$ cat src/design/lagr_pkg.sv
package lagr_pkg;

  localparam int unsigned MaxPointsDefault = 16;
  localparam int unsigned ValW = 31;
  localparam logic [ValW-1:0] ModulusReset = 31'd39551;

  // result status codes
  localparam logic [1:0] ST_OK    = 2'd0;
  localparam logic [1:0] ST_NOINV = 2'd1;
  localparam logic [1:0] ST_OVER  = 2'd2;

  // datapath micro-operations
  typedef enum logic [4:0] {
    OP_NONE,
    OP_CAPTURE,
    OP_DIV_XIN,
    OP_DIV_YIN,
    OP_SET_XRED,
    OP_STORE,
    OP_INIT_I,
    OP_RD_I,
    OP_RD_J,
    OP_DIV_RDX,
    OP_DIV_RDY,
    OP_DIV_PROD,
    OP_DIV_EUC,
    OP_SET_XI,
    OP_SET_TMP,
    OP_MUL_NUM,
    OP_MUL_DEN,
    OP_MUL_QNS,
    OP_MUL_LI,
    OP_MUL_Y,
    OP_SET_NUM,
    OP_SET_DEN,
    OP_EU_INIT,
    OP_SET_QR,
    OP_SET_S,
    OP_SET_ACC,
    OP_INC_I,
    OP_INC_J,
    OP_RES_OK,
    OP_RES_NOINV,
    OP_RES_OVER
  } op_e;

  // datapath status toward the controller
  typedef struct packed {
    logic div_done;
    logic last;
    logic ovf;
    logic q_zero;
    logic j_eq_i;
    logic j_end;
    logic i_end;
    logic nr_zero;
    logic r_gt1;
  } dp_stat_t;

endpackage

$ cat src/design/lagr_ctrl.sv
module lagr_ctrl (
  input  logic              clk_i,
  input  logic              rst_ni,
  input  logic              start_i,
  output logic              busy_o,
  input  lagr_pkg::dp_stat_t stat_i,
  output lagr_pkg::op_e     op_o
);
  import lagr_pkg::*;

  localparam logic [5:0] S_IDLE = 6'd0;
  localparam logic [5:0] S_DX   = 6'd1;
  localparam logic [5:0] S_DXW  = 6'd2;
  localparam logic [5:0] S_DY   = 6'd3;
  localparam logic [5:0] S_DYW  = 6'd4;
  localparam logic [5:0] S_EV   = 6'd5;
  localparam logic [5:0] S_RI   = 6'd6;
  localparam logic [5:0] S_DXI  = 6'd7;
  localparam logic [5:0] S_DXIW = 6'd8;
  localparam logic [5:0] S_JCHK = 6'd9;
  localparam logic [5:0] S_RJ   = 6'd10;
  localparam logic [5:0] S_DXJ  = 6'd11;
  localparam logic [5:0] S_DXJW = 6'd12;
  localparam logic [5:0] S_MN   = 6'd13;
  localparam logic [5:0] S_PN   = 6'd14;
  localparam logic [5:0] S_PNW  = 6'd15;
  localparam logic [5:0] S_MD   = 6'd16;
  localparam logic [5:0] S_PD   = 6'd17;
  localparam logic [5:0] S_PDW  = 6'd18;
  localparam logic [5:0] S_JNX  = 6'd19;
  localparam logic [5:0] S_EC   = 6'd20;
  localparam logic [5:0] S_EW   = 6'd21;
  localparam logic [5:0] S_MQ   = 6'd22;
  localparam logic [5:0] S_PQ   = 6'd23;
  localparam logic [5:0] S_PQW  = 6'd24;
  localparam logic [5:0] S_PL   = 6'd25;
  localparam logic [5:0] S_PLW  = 6'd26;
  localparam logic [5:0] S_RY   = 6'd27;
  localparam logic [5:0] S_DYI  = 6'd28;
  localparam logic [5:0] S_DYIW = 6'd29;
  localparam logic [5:0] S_MY   = 6'd30;
  localparam logic [5:0] S_PY   = 6'd31;
  localparam logic [5:0] S_PYW  = 6'd32;
  localparam logic [5:0] S_INX  = 6'd33;

  logic [5:0] state_q, state_d;

  assign busy_o = (state_q != S_IDLE);

  // sequencer: one micro-op per cycle, waits on the serial divider
  always_comb begin
    state_d = state_q;
    op_o    = OP_NONE;
    case (state_q)
      S_IDLE: if (start_i) begin op_o = OP_CAPTURE; state_d = S_DX; end
      S_DX:   begin op_o = OP_DIV_XIN; state_d = S_DXW; end
      S_DXW:  if (stat_i.div_done) begin op_o = OP_SET_XRED; state_d = S_DY; end
      S_DY:   begin op_o = OP_DIV_YIN; state_d = S_DYW; end
      S_DYW:  if (stat_i.div_done) begin
        op_o    = OP_STORE;
        state_d = stat_i.last ? S_EV : S_IDLE;
      end
      S_EV: begin
        state_d = S_IDLE;
        if (stat_i.ovf) op_o = OP_RES_OVER;
        else if (stat_i.q_zero) op_o = OP_RES_NOINV;
        else begin op_o = OP_INIT_I; state_d = S_RI; end
      end
      S_RI:   begin op_o = OP_RD_I; state_d = S_DXI; end
      S_DXI:  begin op_o = OP_DIV_RDX; state_d = S_DXIW; end
      S_DXIW: if (stat_i.div_done) begin op_o = OP_SET_XI; state_d = S_JCHK; end
      S_JCHK: state_d = stat_i.j_eq_i ? S_JNX : S_RJ;
      S_RJ:   begin op_o = OP_RD_J; state_d = S_DXJ; end
      S_DXJ:  begin op_o = OP_DIV_RDX; state_d = S_DXJW; end
      S_DXJW: if (stat_i.div_done) begin op_o = OP_SET_TMP; state_d = S_MN; end
      S_MN:   begin op_o = OP_MUL_NUM; state_d = S_PN; end
      S_PN:   begin op_o = OP_DIV_PROD; state_d = S_PNW; end
      S_PNW:  if (stat_i.div_done) begin op_o = OP_SET_NUM; state_d = S_MD; end
      S_MD:   begin op_o = OP_MUL_DEN; state_d = S_PD; end
      S_PD:   begin op_o = OP_DIV_PROD; state_d = S_PDW; end
      S_PDW:  if (stat_i.div_done) begin op_o = OP_SET_DEN; state_d = S_JNX; end
      S_JNX: begin
        if (stat_i.j_end) begin op_o = OP_EU_INIT; state_d = S_EC; end
        else begin op_o = OP_INC_J; state_d = S_JCHK; end
      end
      // extended Euclid, coefficients kept mod q
      S_EC: begin
        if (stat_i.nr_zero) begin
          if (stat_i.r_gt1) begin op_o = OP_RES_NOINV; state_d = S_IDLE; end
          else begin op_o = OP_MUL_LI; state_d = S_PL; end
        end else begin
          op_o = OP_DIV_EUC; state_d = S_EW;
        end
      end
      S_EW:   if (stat_i.div_done) begin op_o = OP_SET_QR; state_d = S_MQ; end
      S_MQ:   begin op_o = OP_MUL_QNS; state_d = S_PQ; end
      S_PQ:   begin op_o = OP_DIV_PROD; state_d = S_PQW; end
      S_PQW:  if (stat_i.div_done) begin op_o = OP_SET_S; state_d = S_EC; end
      S_PL:   begin op_o = OP_DIV_PROD; state_d = S_PLW; end
      S_PLW:  if (stat_i.div_done) begin op_o = OP_SET_NUM; state_d = S_RY; end
      S_RY:   begin op_o = OP_RD_I; state_d = S_DYI; end
      S_DYI:  begin op_o = OP_DIV_RDY; state_d = S_DYIW; end
      S_DYIW: if (stat_i.div_done) begin op_o = OP_SET_TMP; state_d = S_MY; end
      S_MY:   begin op_o = OP_MUL_Y; state_d = S_PY; end
      S_PY:   begin op_o = OP_DIV_PROD; state_d = S_PYW; end
      S_PYW:  if (stat_i.div_done) begin op_o = OP_SET_ACC; state_d = S_INX; end
      S_INX: begin
        if (stat_i.i_end) begin op_o = OP_RES_OK; state_d = S_IDLE; end
        else begin op_o = OP_INC_I; state_d = S_RI; end
      end
      default: state_d = S_IDLE;
    endcase
  end

  always_ff @(posedge clk_i or negedge rst_ni) begin
    if (!rst_ni) state_q <= S_IDLE;
    else state_q <= state_d;
  end

endmodule

$ cat config.mk
export PLATFORM = sky130hd
export DESIGN_NAME = lagr_ctrl
export DESIGN_NICKNAME = d
export VERILOG_FILES = /design/src/design/lagr_pkg.sv /design/src/design/lagr_ctrl.sv
export SDC_FILE = /design/constraint.sdc
export NUM_CORES = 1
export LEC_CHECK = 0
export BUFFER_PORTS_ARGS = -buffer_cell sky130_fd_sc_hd__buf_4
export CAP_MARGIN = 10
export CORE_MARGIN = 2
export CORE_UTILIZATION = 45
export DETAILED_ROUTE_END_ITERATION = 8
export PLACE_DENSITY = 0.67
export SETUP_SLACK_MARGIN = 0.1
export SLEW_MARGIN = 20
export SYNTH_ARGS = -nofsm -noshare
export SYNTH_HDL_FRONTEND = slang
export SYNTH_SLANG_ARGS = --single-unit
$ cat constraint.sdc
create_clock -name clk_i -period 1.65 [get_ports clk_i]
set_input_delay 0.33 -clock clk_i [delete_from_list [all_inputs] [get_ports clk_i]]
set_output_delay 0.33 -clock clk_i [all_outputs]
set_load 0.01 [all_outputs]
# After elaboration in Yosys (flattened, before gate mapping)
# Cells that the tools add are included.
[op_classes]
addsub = 0
n_mul = 0
div = 0
order_cmp = 0
eq_ne = 45
shift = 0
mux = 38
bitwise_logic = 0
n_reduce_logical = 8
[ops]
columns = ["op", "n"]
rows = [
  ["one-hot mux 6 bit (34 select lines)", 1],
  ["one-hot mux 5 bit (25 select lines)", 1],
  ["== test 6 x 5 -> 1 bit (second input constant)", 16],
  ["two-way mux 6 bit", 13],
  ["two-way mux 5 bit", 11],
  ["== test 6 x 4 -> 1 bit (second input constant)", 8],
  ["== test 6 x 3 -> 1 bit (second input constant)", 4],
  ["inequality test 2 bit (second input constant)", 12],
  ["two-way mux 3 bit", 7],
  ["two-way mux 4 bit", 4],
  ["== test 6 x 2 -> 1 bit (second input constant)", 2],
  ["== test 6 bit (second input constant)", 2],
  ["AND reduction 12 bit", 1],
  ["OR reduction 2 bit", 4],
  ["== test 6 x 1 -> 1 bit (second input constant)", 1],
  ["zero test 6 bit", 1],
  ["nonzero test 6 bit", 1],
  ["OR reduction 5 bit", 1],
  ["two-way mux 1 bit", 1],
]
[totals]
ff_bits = 6
latchBits = 0
ram_bits = 0
romBits = 0
output_inout_bits = 6
word_cells = 92
memories = 0

# Logic depth before layout (Yosys ltp)
# Gate-level depths: netlist (run 1).
[logic_depth]
depth_word = 3
depth_mapped = 7

# Worst setup path after synthesis (run 1)
# Ideal clock, no wire load.
[synth_timing]
path_type = "register to output"
from = "reg state_q[1]"
to = "out op_o[0]"
t_arrival_ns = 1.516
required_time_ns = 1.320
setup_slack_ns = -0.196
stages_incl_launch_ff = 7
path_buffers = 1
cell_sequence = "dfrtp_1 > buf_6 > and3b_1 > nor4b_1 > a41o_1 > nand3b_1 > a2111o_1"
[synth_between]
elab_chain_cells = 3
[synth_lines]
columns = ["element", "line", "source"]
rows = [
  ["from (decl)", "lagr_ctrl.sv:46", "logic [5:0] state_q, state_d;"],
  ["from (signal assigned)", "lagr_ctrl.sv:117", "else state_q <= state_d;"],
  ["== test 6 x 5 -> 1 bit (tied with other cells)", "lagr_ctrl.sv:54", "case (state_q)"],
  ["OR reduction 5 bit (no line) / OR reduction 2 bit (equally long branches)", "-", ""],
  ["one-hot mux 5 bit (25 select lines) *", "lagr_ctrl.sv:54", ""],
  ["to (decl)", "lagr_ctrl.sv:7", "output lagr_pkg::op_e op_o"],
]
# Mark *: on every way between the ends. The rest lies on a longest branch, timed or not.

# Final worst setup path (run 1)
[layout_timing]
from = "reg state_q[4]"
to = "out op_o[0]"
# The elaborated chain is that of the path after synthesis.

==> results of run 1 <==
==> path summary, 6_finish.rpt <==
kind	start	cells after the start	end	slack, ps
setup / recovery	state_q[4]$_DFFE_PN0P_	8	op_o[0]	-570
hold / removal	rst_ni	2	state_q[0]$_DFFE_PN0P_	430
setup reg to reg	state_q[1]$_DFFE_PN0P_	7	state_q[3]$_DFFE_PN0P_	-350
hold reg to reg	state_q[4]$_DFFE_PN0P_	2	state_q[4]$_DFFE_PN0P_	790
max in group asynchronous	rst_ni	2	state_q[3]$_DFFE_PN0P_	1090
min in group clk_i	start_i	4	state_q[1]$_DFFE_PN0P_	620
==> worst register-to-register path: cells and delay by family (launching register included) <==
| kind | cells | cell delay [ps] |
|---|---|---|
| AO/OA/AOI/OAI | 2 | 580 |
| flip-flops | 1 | 450 |
| multiplexers | 1 | 320 |
| buffers and inverters | 2 | 270 |
| AND/OR/NAND/NOR | 2 | 260 |
==> layout by cell type, fill, tap and decap left out, drive strengths merged, types with 2 or more instances in the layout <==
master | synthesis | layout
a2111o | 2 | 2
nand2 | 16 | 16
a22o | 2 | 2
buf | 15 | 89
clkbuf | 1 | 3
nand4 | 5 | 5
inv | 7 | 7
mux2 | 2 | 2
and3 | 4 | 4
o22ai | 2 | 2
o21ai | 19 | 19
nand3 | 12 | 12
and3b | 3 | 3
o2bb2ai | 3 | 3
nor2b | 15 | 15
nand3b | 2 | 2
nand2b | 8 | 8
o41ai | 2 | 2
nor3b | 3 | 3
a21oi | 10 | 10
a221o | 2 | 2
dfrtp | 6 | 6
a32oi | 2 | 2
o21a | 3 | 3
o2111ai | 4 | 4
nor4 | 2 | 2
mux2i | 3 | 3
o221ai | 2 | 2
nor2 | 16 | 16
a211oi | 2 | 2
==> stage by stage <==
stage	util, %	setup TNS [ps]
finish	81.6	-4410
global route	81.6	-5060
CTS	77.1	-4430
detailed placement	66.9	-3500
global placement	66.9	-3210
floorplan	-	-706
==> metal layers <==
metal	up-vias	global-route usage (%)	share of wire (%)
met2	151	58.6	45
met1	956	48.2	39
met4	0	16.2	5.8
met3	37	5.49	10
li1	893	-	-
met5	-	0	0
==> cells by family (layout without fill, tap and decap cells) <==
family / after synthesis / count (layout) / synth area share [%]
compound gates: 65 / 65 / 34.2
mux: 5 / 5 / 4.43
xor+xnor: 2 / 2 / 1.29
buf+inv: 23 / 100 / 10.8
flops: 6 / 6 / 11.1
simple gates: 93 / 93 / 38.2
==> synthesized netlist by cell type (all sizes together), types with 3 or more instances <==
cell type,instances
a21oi,10
o2bb2ai,3
nand4,5
inv,7
buf,15
o2111ai,4
and3,4
dfrtp,6
nand3,12
nor3b,3
nand2b,8
nor2,16
and3b,3
mux2i,3
nor2b,15
nand2,16
o21ai,19
o21a,3
==> timing repair <==
item / 4_1_cts / 5_1_grt
gates resized for setup: 40 / 34
setup endpoints to repair: 11 / 11
pin swaps: 12 / 8
hold buffers: 1 / 0
hold endpoints to repair: 6 / 0
setup buffers: 11 / 2
cloned: 1 / 0
==> final cells by class <==
cell class	instances	area (um2)	share of cell area, %
clock buffers	3	22.5	0.984
repair buffers	90	768	33.6
inverters	7	26.3	1.15
flip-flops and latches	6	155	6.78
multi-input cells	165	1280	55.8
well taps	31	38.8	1.69
==> power groups by stage <==
stage	Clock, W	Sequential [W]	Combinational (W)
2_1_floorplan	0	0.000253	0.00153
3_3_place_gp	0	0.000269	0.00260
3_5_place_dp	0	0.000276	0.00263
4_1_cts	0.000139	0.000279	0.00317
5_1_grt	0.000149	0.000290	0.00363
6_report	0.000137	0.000289	0.00347
==> impl_results.md, run 1 <==
* Status: complete, but fails checks
* Failing checks: setup timing
* Number of remaining DRC errors at 0
* Seq cells post-synth at 6
* Synthesized area at 1360 um2
* Area overhead of the layout relative to synthesis at 69.0%
* Port Buffer Count at 17
* Post-synthesis cell type with the largest combined area: sky130_fd_sc_hd__dfrtp_1
* Top Registers: state_q: 6 flops
* Synthesized area divided by synthesized cell count at 6.98 um2
* Share of total power in combinational logic at 89.1%
* Sink Count at 6
* Crit Path Class: reg2out
* Top reg by flops: state_q
* Post-route cell area at 2290 um2
* Final nets at 285
* Number of failing hold endpoints at the final stage at 0
* RSZ-0062 raised after global routing: true
* Clock share of power at 3.5%
* Detailed Route Iter0 Violations at 215
* Worst vdd ir at 0.000993 V
* Hold crit path type: in2async
* Core Box Area at 2810 um2
* Worst clock skew at 2.36 ps
* Number of enable-type register cells in the synthesized netlist at 0
* Critical path launch point type: flop
* Async S/R FF share, synth at 100%
* All-Layer GR Usage at 36.5%
* Sum of routed wire length over all layers at 6150 um
* Cell breakdown of the critical path: buf_6 > buf_4 > nand2b_1 > nor2_1 > o21ai_1 > nand3_1 > a2111o_1 > buf_6
* CTS H-Tree Depth at 1
* Clock latency on the worst-skew pair at 240 ps
* Highest clock rate at 450 MHz
* Leftover overflow at the end of global routing at 0
* Vias per std cell at 6.75
* Crit path max fanout at 6
* Via count of the routed design at 2037
* Final non-filler cell total at 302
* Total clock buffers created by CTS at 3
* Overall die area at 3470 um2
* Total instance count after detailed placement at 285
* Crit-path slowest cell: sky130_fd_sc_hd__dfrtp_2
* TritonCTS clock tree: done
* Post-route ant nets at 0
* Largest register FFs at 6
* Dpl hpwl at 4300 um
* Syn Inst Count at 194
* Distinct cell type count after synthesis at 53
* Final period demand of the worst path at 2220 ps
* Largest net degree at the start of global routing at 24
* Final setup violation count at 11
* Number of rows in the core area at 19
* Sw frac at 46.8%
* Count of filler cells inserted in the layout at 181
* Final GP Congestion at 1.01
* Max Buffers Root-to-Sink at 2
* Required @ worst endpoint at 1320 ps
* Nets in the synthesized netlist at 206
* Root Buffer Master: sky130_fd_sc_hd__clkbuf_4
* Post-route worst hold slack at 433 ps
* Slew @ Worst Pin at 412 ps
* Post-place instance area at 1880 um2
* Most common flop cell mapped by yosys: sky130_fd_sc_hd__dfrtp_1
* Die boundary height at 58.9 um
* Portion of total power attributed to sequential cells at 7.4%
* Max-Slew Margin vs Limit at 72.2%
* Highest cell delay on the worst timing path at 420 ps
* Effective utilization at floorplan at 48.3%
* Final clock period utilization by the worst path at 135%
* Element type at the critical path end: primary output
* Part of the Yosys area used for sequential elements at 11.1%
* Number of antenna violations at the first check in global routing at 0
* Post-DR wirelength/cell at 20.4 um
* Most used cell, CP: sky130_fd_sc_hd__buf_6
* Fraction of final layout cells sized beyond drive strength 1 at 50.6%
* Pre-CTS worst setup slack at -405 ps
* First-pass GRT wire length at 9430 um
* Number of max-cap violations at 0
* Clock edge transition at the registers on the reported setup and hold paths at 50 ps
* Switching power at 0.00182 W
* Arrival time worst endpoint at 1890 ps
* Iteration count of the initial detailed-routing pass at 5
* Static power due to leakage at 1.01 nW
* Final Total Pwr at 0.00390 W
* Internal power component at 0.00208 W
* Number of global-route vias before repair at 1888
* Horizontal die dimension at 58.9 um
* Leading cell types by total area after synthesis: sky130_fd_sc_hd__dfrtp_1, sky130_fd_sc_hd__o21ai_0, sky130_fd_sc_hd__nor2b_1
* Max-slew violation count at 0
* Number of top-level design ports at 18
* Syn. warnings at 0
* ANT cells at 0
* Total buffers and inverters traversed by the critical path at 3
* Power density over the cells at 1700 nW/um2
* Crit path max-delay family: compound AO/OA/AOI/OAI gates
* Area share of the largest cell type after synthesis at 11.1%
* Smallest setup slack after layout at -572 ps
No activity file was read; power rests on OpenSTA's default activity.
==> run 2: changes to the inputs <==
- CTS_BUF_LIST: unset -> sky130_fd_sc_hd__clkbuf_16
==> run 2 against run 1 <==
  * The run still ends with setup timing left
  * Non-clock buffer count unchanged
  * Global-route usage up 1.2 points
  * Clock power rose to 2.9 times the previous value
  * Clock skew about the same
  * Critical path type unchanged
  * Critical endpoint is now op_o[3]
  * Largest cell class unchanged
  * Largest power group unchanged
==> impl_results.md, run 2 (synthesized netlist as in run 1, its figures left out) <==
* Total clock buffers created by CTS at 3 (unchanged)
* Clock edge transition at the registers on the reported setup and hold paths at 40 ps (about the same)
* Core Box Area at 2810 um2 (unchanged)
* Overall die area at 3470 um2 (unchanged)
* Final Total Pwr at 0.00436 W (+12%)
* Sink Count at 6 (unchanged)
* Final setup violation count at 11 (unchanged)
* Start point of the critical path: state_q[2]$_DFFE_PN0P_
* Post-route ant nets at 0 (unchanged)
* Sw frac at 45.5% (-1.3 points)
* Number of global-route vias before repair at 1883 (-0.26%)
* All-Layer GR Usage at 37.7% (+1.2 points)
* Number of rows in the core area at 19 (unchanged)
* Hold crit path type: in2async
* Arrival time worst endpoint at 2020 ps (+130 ps)
* Number of max-cap violations at 0 (unchanged)
* Post-DR wirelength/cell at 24.3 um (+19%)
* Slew @ Worst Pin at 461 ps (+48.4 ps)
* Horizontal die dimension at 58.9 um (unchanged)
* Static power due to leakage at 1.04 nW (+3.7%)
* Max Buffers Root-to-Sink at 2 (unchanged)
* Worst r2r src: state_q[1]$_DFFE_PN0P_
* Die boundary height at 58.9 um (unchanged)
* Crit path max fanout at 12 (+6)
* Detailed Route Iter0 Violations at 449 (+110%)
* Final nets at 285 (unchanged)
* Crit-path slowest cell: sky130_fd_sc_hd__dfrtp_2
* Area of the multi-input gates at 1260 um2 (-1.5%)
* Sum of routed wire length over all layers at 7340 um (+19%)
* Internal power component at 0.00238 W (+14%)
* Top reg by flops: state_q
* Element type at the critical path end: primary output
* Switching power at 0.00198 W (+8.6%)
* Failing checks: setup timing
* Pre-CTS worst setup slack at -405 ps (unchanged)
* Root Buffer Master: sky130_fd_sc_hd__clkbuf_16
* Highest cell delay on the worst timing path at 460 ps (+40 ps)
* R2R Path End: state_q[3]$_DFFE_PN0P_
* Smallest setup slack after layout at -697 ps (-126 ps)
* Count of filler cells inserted in the layout at 153 (-15%)
* Fraction of final layout cells sized beyond drive strength 1 at 51.3% (+0.74 points)
* Worst clock skew at 2.41 ps (+0.0502 ps)
* Share of total power in combinational logic at 83.8% (-5.3 points)
* Clock latency on the worst-skew pair at 230 ps (about the same)
* Max-slew violation count at 0 (unchanged)
* Required @ worst endpoint at 1320 ps (about the same)
* Portion of total power attributed to sequential cells at 7.0% (-0.4 points)
* Largest register FFs at 6 (unchanged)
* Critical path launch point type: flop
* Number of top-level design ports at 18 (unchanged)
* Leftover overflow at the end of global routing at 0 (unchanged)
* Final clock period utilization by the worst path at 142% (+7.6 points)
* Port Buffer Count at 17 (unchanged)
* Final period demand of the worst path at 2350 ps (+126 ps)
* Destination of the critical timing path: op_o[3]
* R2R cell count at 8 (+1)
* Total instance count after detailed placement at 285 (unchanged)
* Commonest non-fill, non-tap cell in the layout: sky130_fd_sc_hd__buf_4
* CTS H-Tree Depth at 1 (unchanged)
* Effective utilization at floorplan at 48.3% (unchanged)
* Sum of negative setup slack at -5550 ps (-1130 ps)
* Number of antenna violations at the first check in global routing at 0 (unchanged)
* Via count of the routed design at 2205 (+8.2%)
* Dpl hpwl at 4300 um (unchanged)
* Storage element area at 156 um2 (+0.81%)
* Area overhead of the layout relative to synthesis at 74.4%
* Top Registers: state_q: 6 flops
* Reg-to-reg setup timing slack at -500 ps (-150 ps)
* ANT cells at 0 (unchanged)
* RSZ-0062 raised after global routing: true
* Vias per std cell at 7.30 (+8.2%)
* Final GP Congestion at 1.01 (unchanged)
* Status: complete, but fails checks
* Power density over the cells at 1840 nW/um2 (+8.2%)
* Number of remaining DRC errors at 0 (unchanged)
* Most frequent cells in the layout: sky130_fd_sc_hd__buf_4, sky130_fd_sc_hd__nand2_1, sky130_fd_sc_hd__nand3_1, sky130_fd_sc_hd__buf_6
* Clock share of power at 9.2% (+5.7 points)
* Iteration count of the initial detailed-routing pass at 6 (+1)
* First-pass GRT wire length at 9720 um (+3.2%)
* Highest clock rate at 426 MHz (-5.4%)
* TritonCTS clock tree: done
* Worst vdd ir at 0.00100 V (+0.99%)
* Max-Slew Margin vs Limit at 68.9% (-3.3 points)
* Number of failing hold endpoints at the final stage at 0 (unchanged)
* Final non-filler cell total at 302 (unchanged)
* Largest net degree at the start of global routing at 24 (unchanged)
* Crit Path Class: reg2out
* Cell breakdown of the critical path: buf_12 > nand2b_1 > o21ai_1 > nand3_1 > buf_4 > and3_1 > nand3_1 > buf_4
* Post-route worst hold slack at 461 ps (+28.8 ps)
[run 2: layout make-up]
cell class	instances	area share, %
inverters	7	1.11
clock buffers	3	3.18
multi-input cells	165	53.3
flip-flops and latches	6	6.62
well taps	31	1.64
repair buffers	90	34.1
[run 2: per-layer routing]
metal,GRT usage (%),wire length (um)
met5,0,0
met4,12.7,643
met3,4.18,942
met2,62.2,3060
met1,50.9,2700
[run 2: power by group through the flow]
stage	sequential (W)	combinational, W	clock, W
after floorplan	0.000253	0.00153	0
after global placement	0.000269	0.00260	0
after detailed placement	0.000276	0.00263	0
after CTS	0.000279	0.00314	0.000391
after global routing	0.000305	0.00376	0.000413
final	0.000305	0.00365	0.000401
[run 2: worst max-delay path, delay by kind of cell (launching register included)]
family	cells	cell delay, ps
DFF	1	460
buffers and inverters	3	510
and+or+nand+nor	4	630
AOI/OAI and AO/OA	1	190
[run 2: worst min-delay path by stage]
stage           start                     end  slack, ps  depth (start not counted)
2_1_floorplan  rst_ni  state_q[0]$_DFFE_PN0P_         30                          0
3_3_place_gp   rst_ni  state_q[5]$_DFFE_PN0P_        140                          1
3_5_place_dp   rst_ni  state_q[3]$_DFFE_PN0P_        140                          1
4_1_cts        rst_ni  state_q[2]$_DFFE_PN0P_        450                          2
5_1_grt        rst_ni  state_q[0]$_DFFE_PN0P_        470                          2
6_report       rst_ni  state_q[0]$_DFFE_PN0P_        460                          2
[run 2: what timing repair did]
item,4_1_cts,5_1_grt
hold buffers,1,0
endpoints found under the setup margin,11,11
pin swaps,10,6
cloned,1,1
hold endpoints to repair,6,0
gates resized for setup,44,29
buffers inserted,9,2
[run 2: stage by stage]
stage	utilization [%]	area (um2)
floorplan	-	1390
global placement	66.9	1880
detailed placement	66.9	1880
CTS	79.0	2220
global route	84.3	2360
finish	84.3	2360
==> run 3: changes to the inputs <==
- CORE_ASPECT_RATIO: unset -> 1.1
==> run 3 against run 2 <==
  * Sequential cell count is the same
  * Global-route usage shrank 2.3 points
  * Sequential power is essentially flat
  * Routed wire length shrank 18%
  * The flow still finishes with violations (setup timing)
  * Non-clock buffer count shrank 2
  * Via count shrank 9.5%
  * Clock skew shrank 0.64 ps
==> impl_results.md, run 3 (synthesized netlist as in run 1, its figures left out) <==
* Vias per std cell at 6.61 (-9.5%)
* Final nets at 283 (-0.70%)
* Dpl hpwl at 4380 um (+2.1%)
* Failing checks: setup timing
* Number of antenna violations at the first check in global routing at 0 (unchanged)
* Max-Slew Margin vs Limit at 75.8% (+6.9 points)
* ANT cells at 0 (unchanged)
* Number of global-route vias before repair at 1912 (+1.5%)
* Most frequent cells in the layout: sky130_fd_sc_hd__buf_4, sky130_fd_sc_hd__nand2_1, sky130_fd_sc_hd__nor2_1
* Worst vdd ir at 0.00159 V (+59%)
* All-Layer GR Usage at 35.4% (-2.3 points)
* Core Box Area at 2830 um2 (+0.80%)
* Crit-path slowest cell: sky130_fd_sc_hd__dfrtp_2
* Number of top-level design ports at 18 (unchanged)
* Effective utilization at floorplan at 47.9% (-0.38 points)
* Crit path max fanout at 6 (-6)
* Sum of routed wire length over all layers at 6050 um (-18%)
* Portion of total power attributed to sequential cells at 8.1% (+1.1 points)
* Crit Path Class: reg2out
* Worst r2r src: state_q[4]$_DFFE_PN0P_
* CTS H-Tree Depth at 1 (unchanged)
* Static power due to leakage at 0.977 nW (-6.5%)
* Number of remaining DRC errors at 0 (unchanged)
* Total clock buffers created by CTS at 3 (unchanged)
* Final GP Congestion at 1.08 (+6.0%)
* Switching power at 0.00169 W (-15%)
* Crit path max-delay family: compound AO/OA/AOI/OAI gates
* Required @ worst endpoint at 1320 ps (about the same)
* Highest cell delay on the worst timing path at 450 ps (about the same)
* First-pass GRT wire length at 9510 um (-2.2%)
* Status: complete, but fails checks
* Slew @ Worst Pin at 358 ps (-103 ps)
* Fraction of final layout cells sized beyond drive strength 1 at 45.0% (-6.3 points)
* Sink Count at 6 (unchanged)
* Cell breakdown of the critical path: buf_4 > nor2b_4 > nor4b_2 > a41o_1 > nand3b_1 > a2111o_1 > buf_6
* Total instance count after detailed placement at 286 (+0.35%)
* Total buffers and inverters traversed by the critical path at 2 (-1)
* Start point of the critical path: state_q[4]$_DFFE_PN0P_
* Top reg by flops: state_q
* Final non-filler cell total at 302 (unchanged)
* Commonest non-fill, non-tap cell in the layout: sky130_fd_sc_hd__buf_4
* Highest clock rate at 446 MHz (+4.6%)
* Share of total power in combinational logic at 81.4% (-2.4 points)
* Die boundary height at 61.6 um (+4.5%)
* Final period demand of the worst path at 2240 ps (-104 ps)
* Final clock period utilization by the worst path at 136% (-6.3 points)
* Sw frac at 45.5% (about the same)
* Hold crit path type: in2async
* Post-DR wirelength/cell at 20.0 um (-18%)
* RSZ-0062 raised after global routing: true
* Overall die area at 3470 um2 (about the same)
* Number of max-cap violations at 0 (unchanged)
* Smallest setup slack after layout at -593 ps (+104 ps)
* Power density over the cells at 1720 nW/um2 (-6.8%)
* Max Buffers Root-to-Sink at 2 (unchanged)
* Length of routed met2 wiring at 2760 um (-9.7%)
* TritonCTS clock tree: done
* Element type at the critical path end: primary output
* Number of failing hold endpoints at the final stage at 0 (unchanged)
* Top Registers: state_q: 6 flops
* Highest metal layer used by the detailed router: met4
* Clock share of power at 10.5% (+1.3 points)
* Met1 Wirelength at 2350 um (-13%)
* Number of rows in the core area at 20 (+1)
* Root Buffer Master: sky130_fd_sc_hd__clkbuf_16
* Pre-CTS worst setup slack at -482 ps (-76.9 ps)
* Largest net degree at the start of global routing at 17 (-29%)
* Final setup violation count at 11 (unchanged)
* Largest register FFs at 6 (unchanged)
* Worst clock skew at 1.77 ps (-0.640 ps)
* Leftover overflow at the end of global routing at 0 (unchanged)
* Via count of the routed design at 1996 (-9.5%)
* Detailed Route Iter0 Violations at 149 (-67%)
* Max-slew violation count at 0 (unchanged)
* Clock edge transition at the registers on the reported setup and hold paths at 40 ps (about the same)
* Clock latency on the worst-skew pair at 220 ps (about the same)
* Port Buffer Count at 17 (unchanged)
* Internal power component at 0.00202 W (-15%)
* Horizontal die dimension at 56.3 um (-4.3%)
* Post-route ant nets at 0 (unchanged)
* Critical path launch point type: flop
* Arrival time worst endpoint at 1910 ps (-110 ps)
* Iteration count of the initial detailed-routing pass at 5 (-1)
* Area overhead of the layout relative to synthesis at 59.6%
* Length of routed met3 wiring at 579 um (-39%)
## run 3: cell types whose count changed in the layout (fill, tap and decap cells not counted), moves of 3 or more
| cell | before | now |
|---|---|---|
| sky130_fd_sc_hd__buf_12 | 3 | 0 |
| sky130_fd_sc_hd__buf_4 | 72 | 80 |
| sky130_fd_sc_hd__buf_6 | 11 | 6 |
| sky130_fd_sc_hd__nor2_1 | 10 | 13 |
| sky130_fd_sc_hd__nor2_2 | 5 | 1 |
| sky130_fd_sc_hd__nor2b_4 | 5 | 1 |
## run 3: timing repair
item                       in CTS  in global routing
pin swaps                       4                  6
hold endpoints to repair        6                  0
hold buffers                    1                  0
buffers inserted                9                  3
gates cloned                    0                  0
gates resized for setup        38                 11
setup endpoints to repair      11                 11
## run 3: worst paths after layout
path,to,slack [ps],depth (start not counted)
worst max register to register,state_q[3]$_DFFE_PN0P_,-430,7
worst min-delay path,state_q[5]$_DFFE_PN0P_,470,2
worst min register to register,state_q[3]$_DFFE_PN0P_,770,2
max in group asynchronous,state_q[4]$_DFFE_PN0P_,1050,2
min in group clk_i,state_q[0]$_DFFE_PN0P_,650,4
worst max-delay path,op_o[0],-590,7
## run 3: layout make-up
type / count / area, um2
inverters: 7 / 26.3
fillers: 211 / 666
well taps: 33 / 41.3
clock buffers: 3 / 75.1
flip-flops and latches: 6 / 156
repair buffers: 88 / 693
multi-input cells: 165 / 1170
## run 3: through the flow
| step | setup TNS (ps) | power, W | hold slack (ps) | instance area (um2) | util [%] |
|---|---|---|---|---|---|
| after floorplan | -706 | 0.00178 | 34.4 | 1390 | - |
| after global placement | -3230 | 0.00278 | 138 | 1850 | 65.3 |
| after detailed placement | -3570 | 0.00282 | 139 | 1850 | 65.3 |
| after CTS | -4100 | 0.00351 | 453 | 2090 | 73.8 |
| after global routing | -4890 | 0.00390 | 484 | 2160 | 76.5 |
| final | -4480 | 0.00372 | 469 | 2160 | 76.5 |
## run 3: power groups by stage
| stage | Sequential, W | Combinational (W) | Clock [W] |
|---|---|---|---|
| after floorplan | 0.000253 | 0.00153 | 0 |
| after global placement | 0.000300 | 0.00248 | 0 |
| after detailed placement | 0.000307 | 0.00251 | 0 |
| after CTS | 0.000292 | 0.00283 | 0.000386 |
| after global routing | 0.000305 | 0.00319 | 0.000409 |
| final | 0.000302 | 0.00302 | 0.000389 |
## run 3: per-layer routing
layer,global-route usage [%],vias up
met5,0,-
met4,18.7,0
met3,6.09,39
met2,59.8,151
met1,43.9,921
li1,-,885
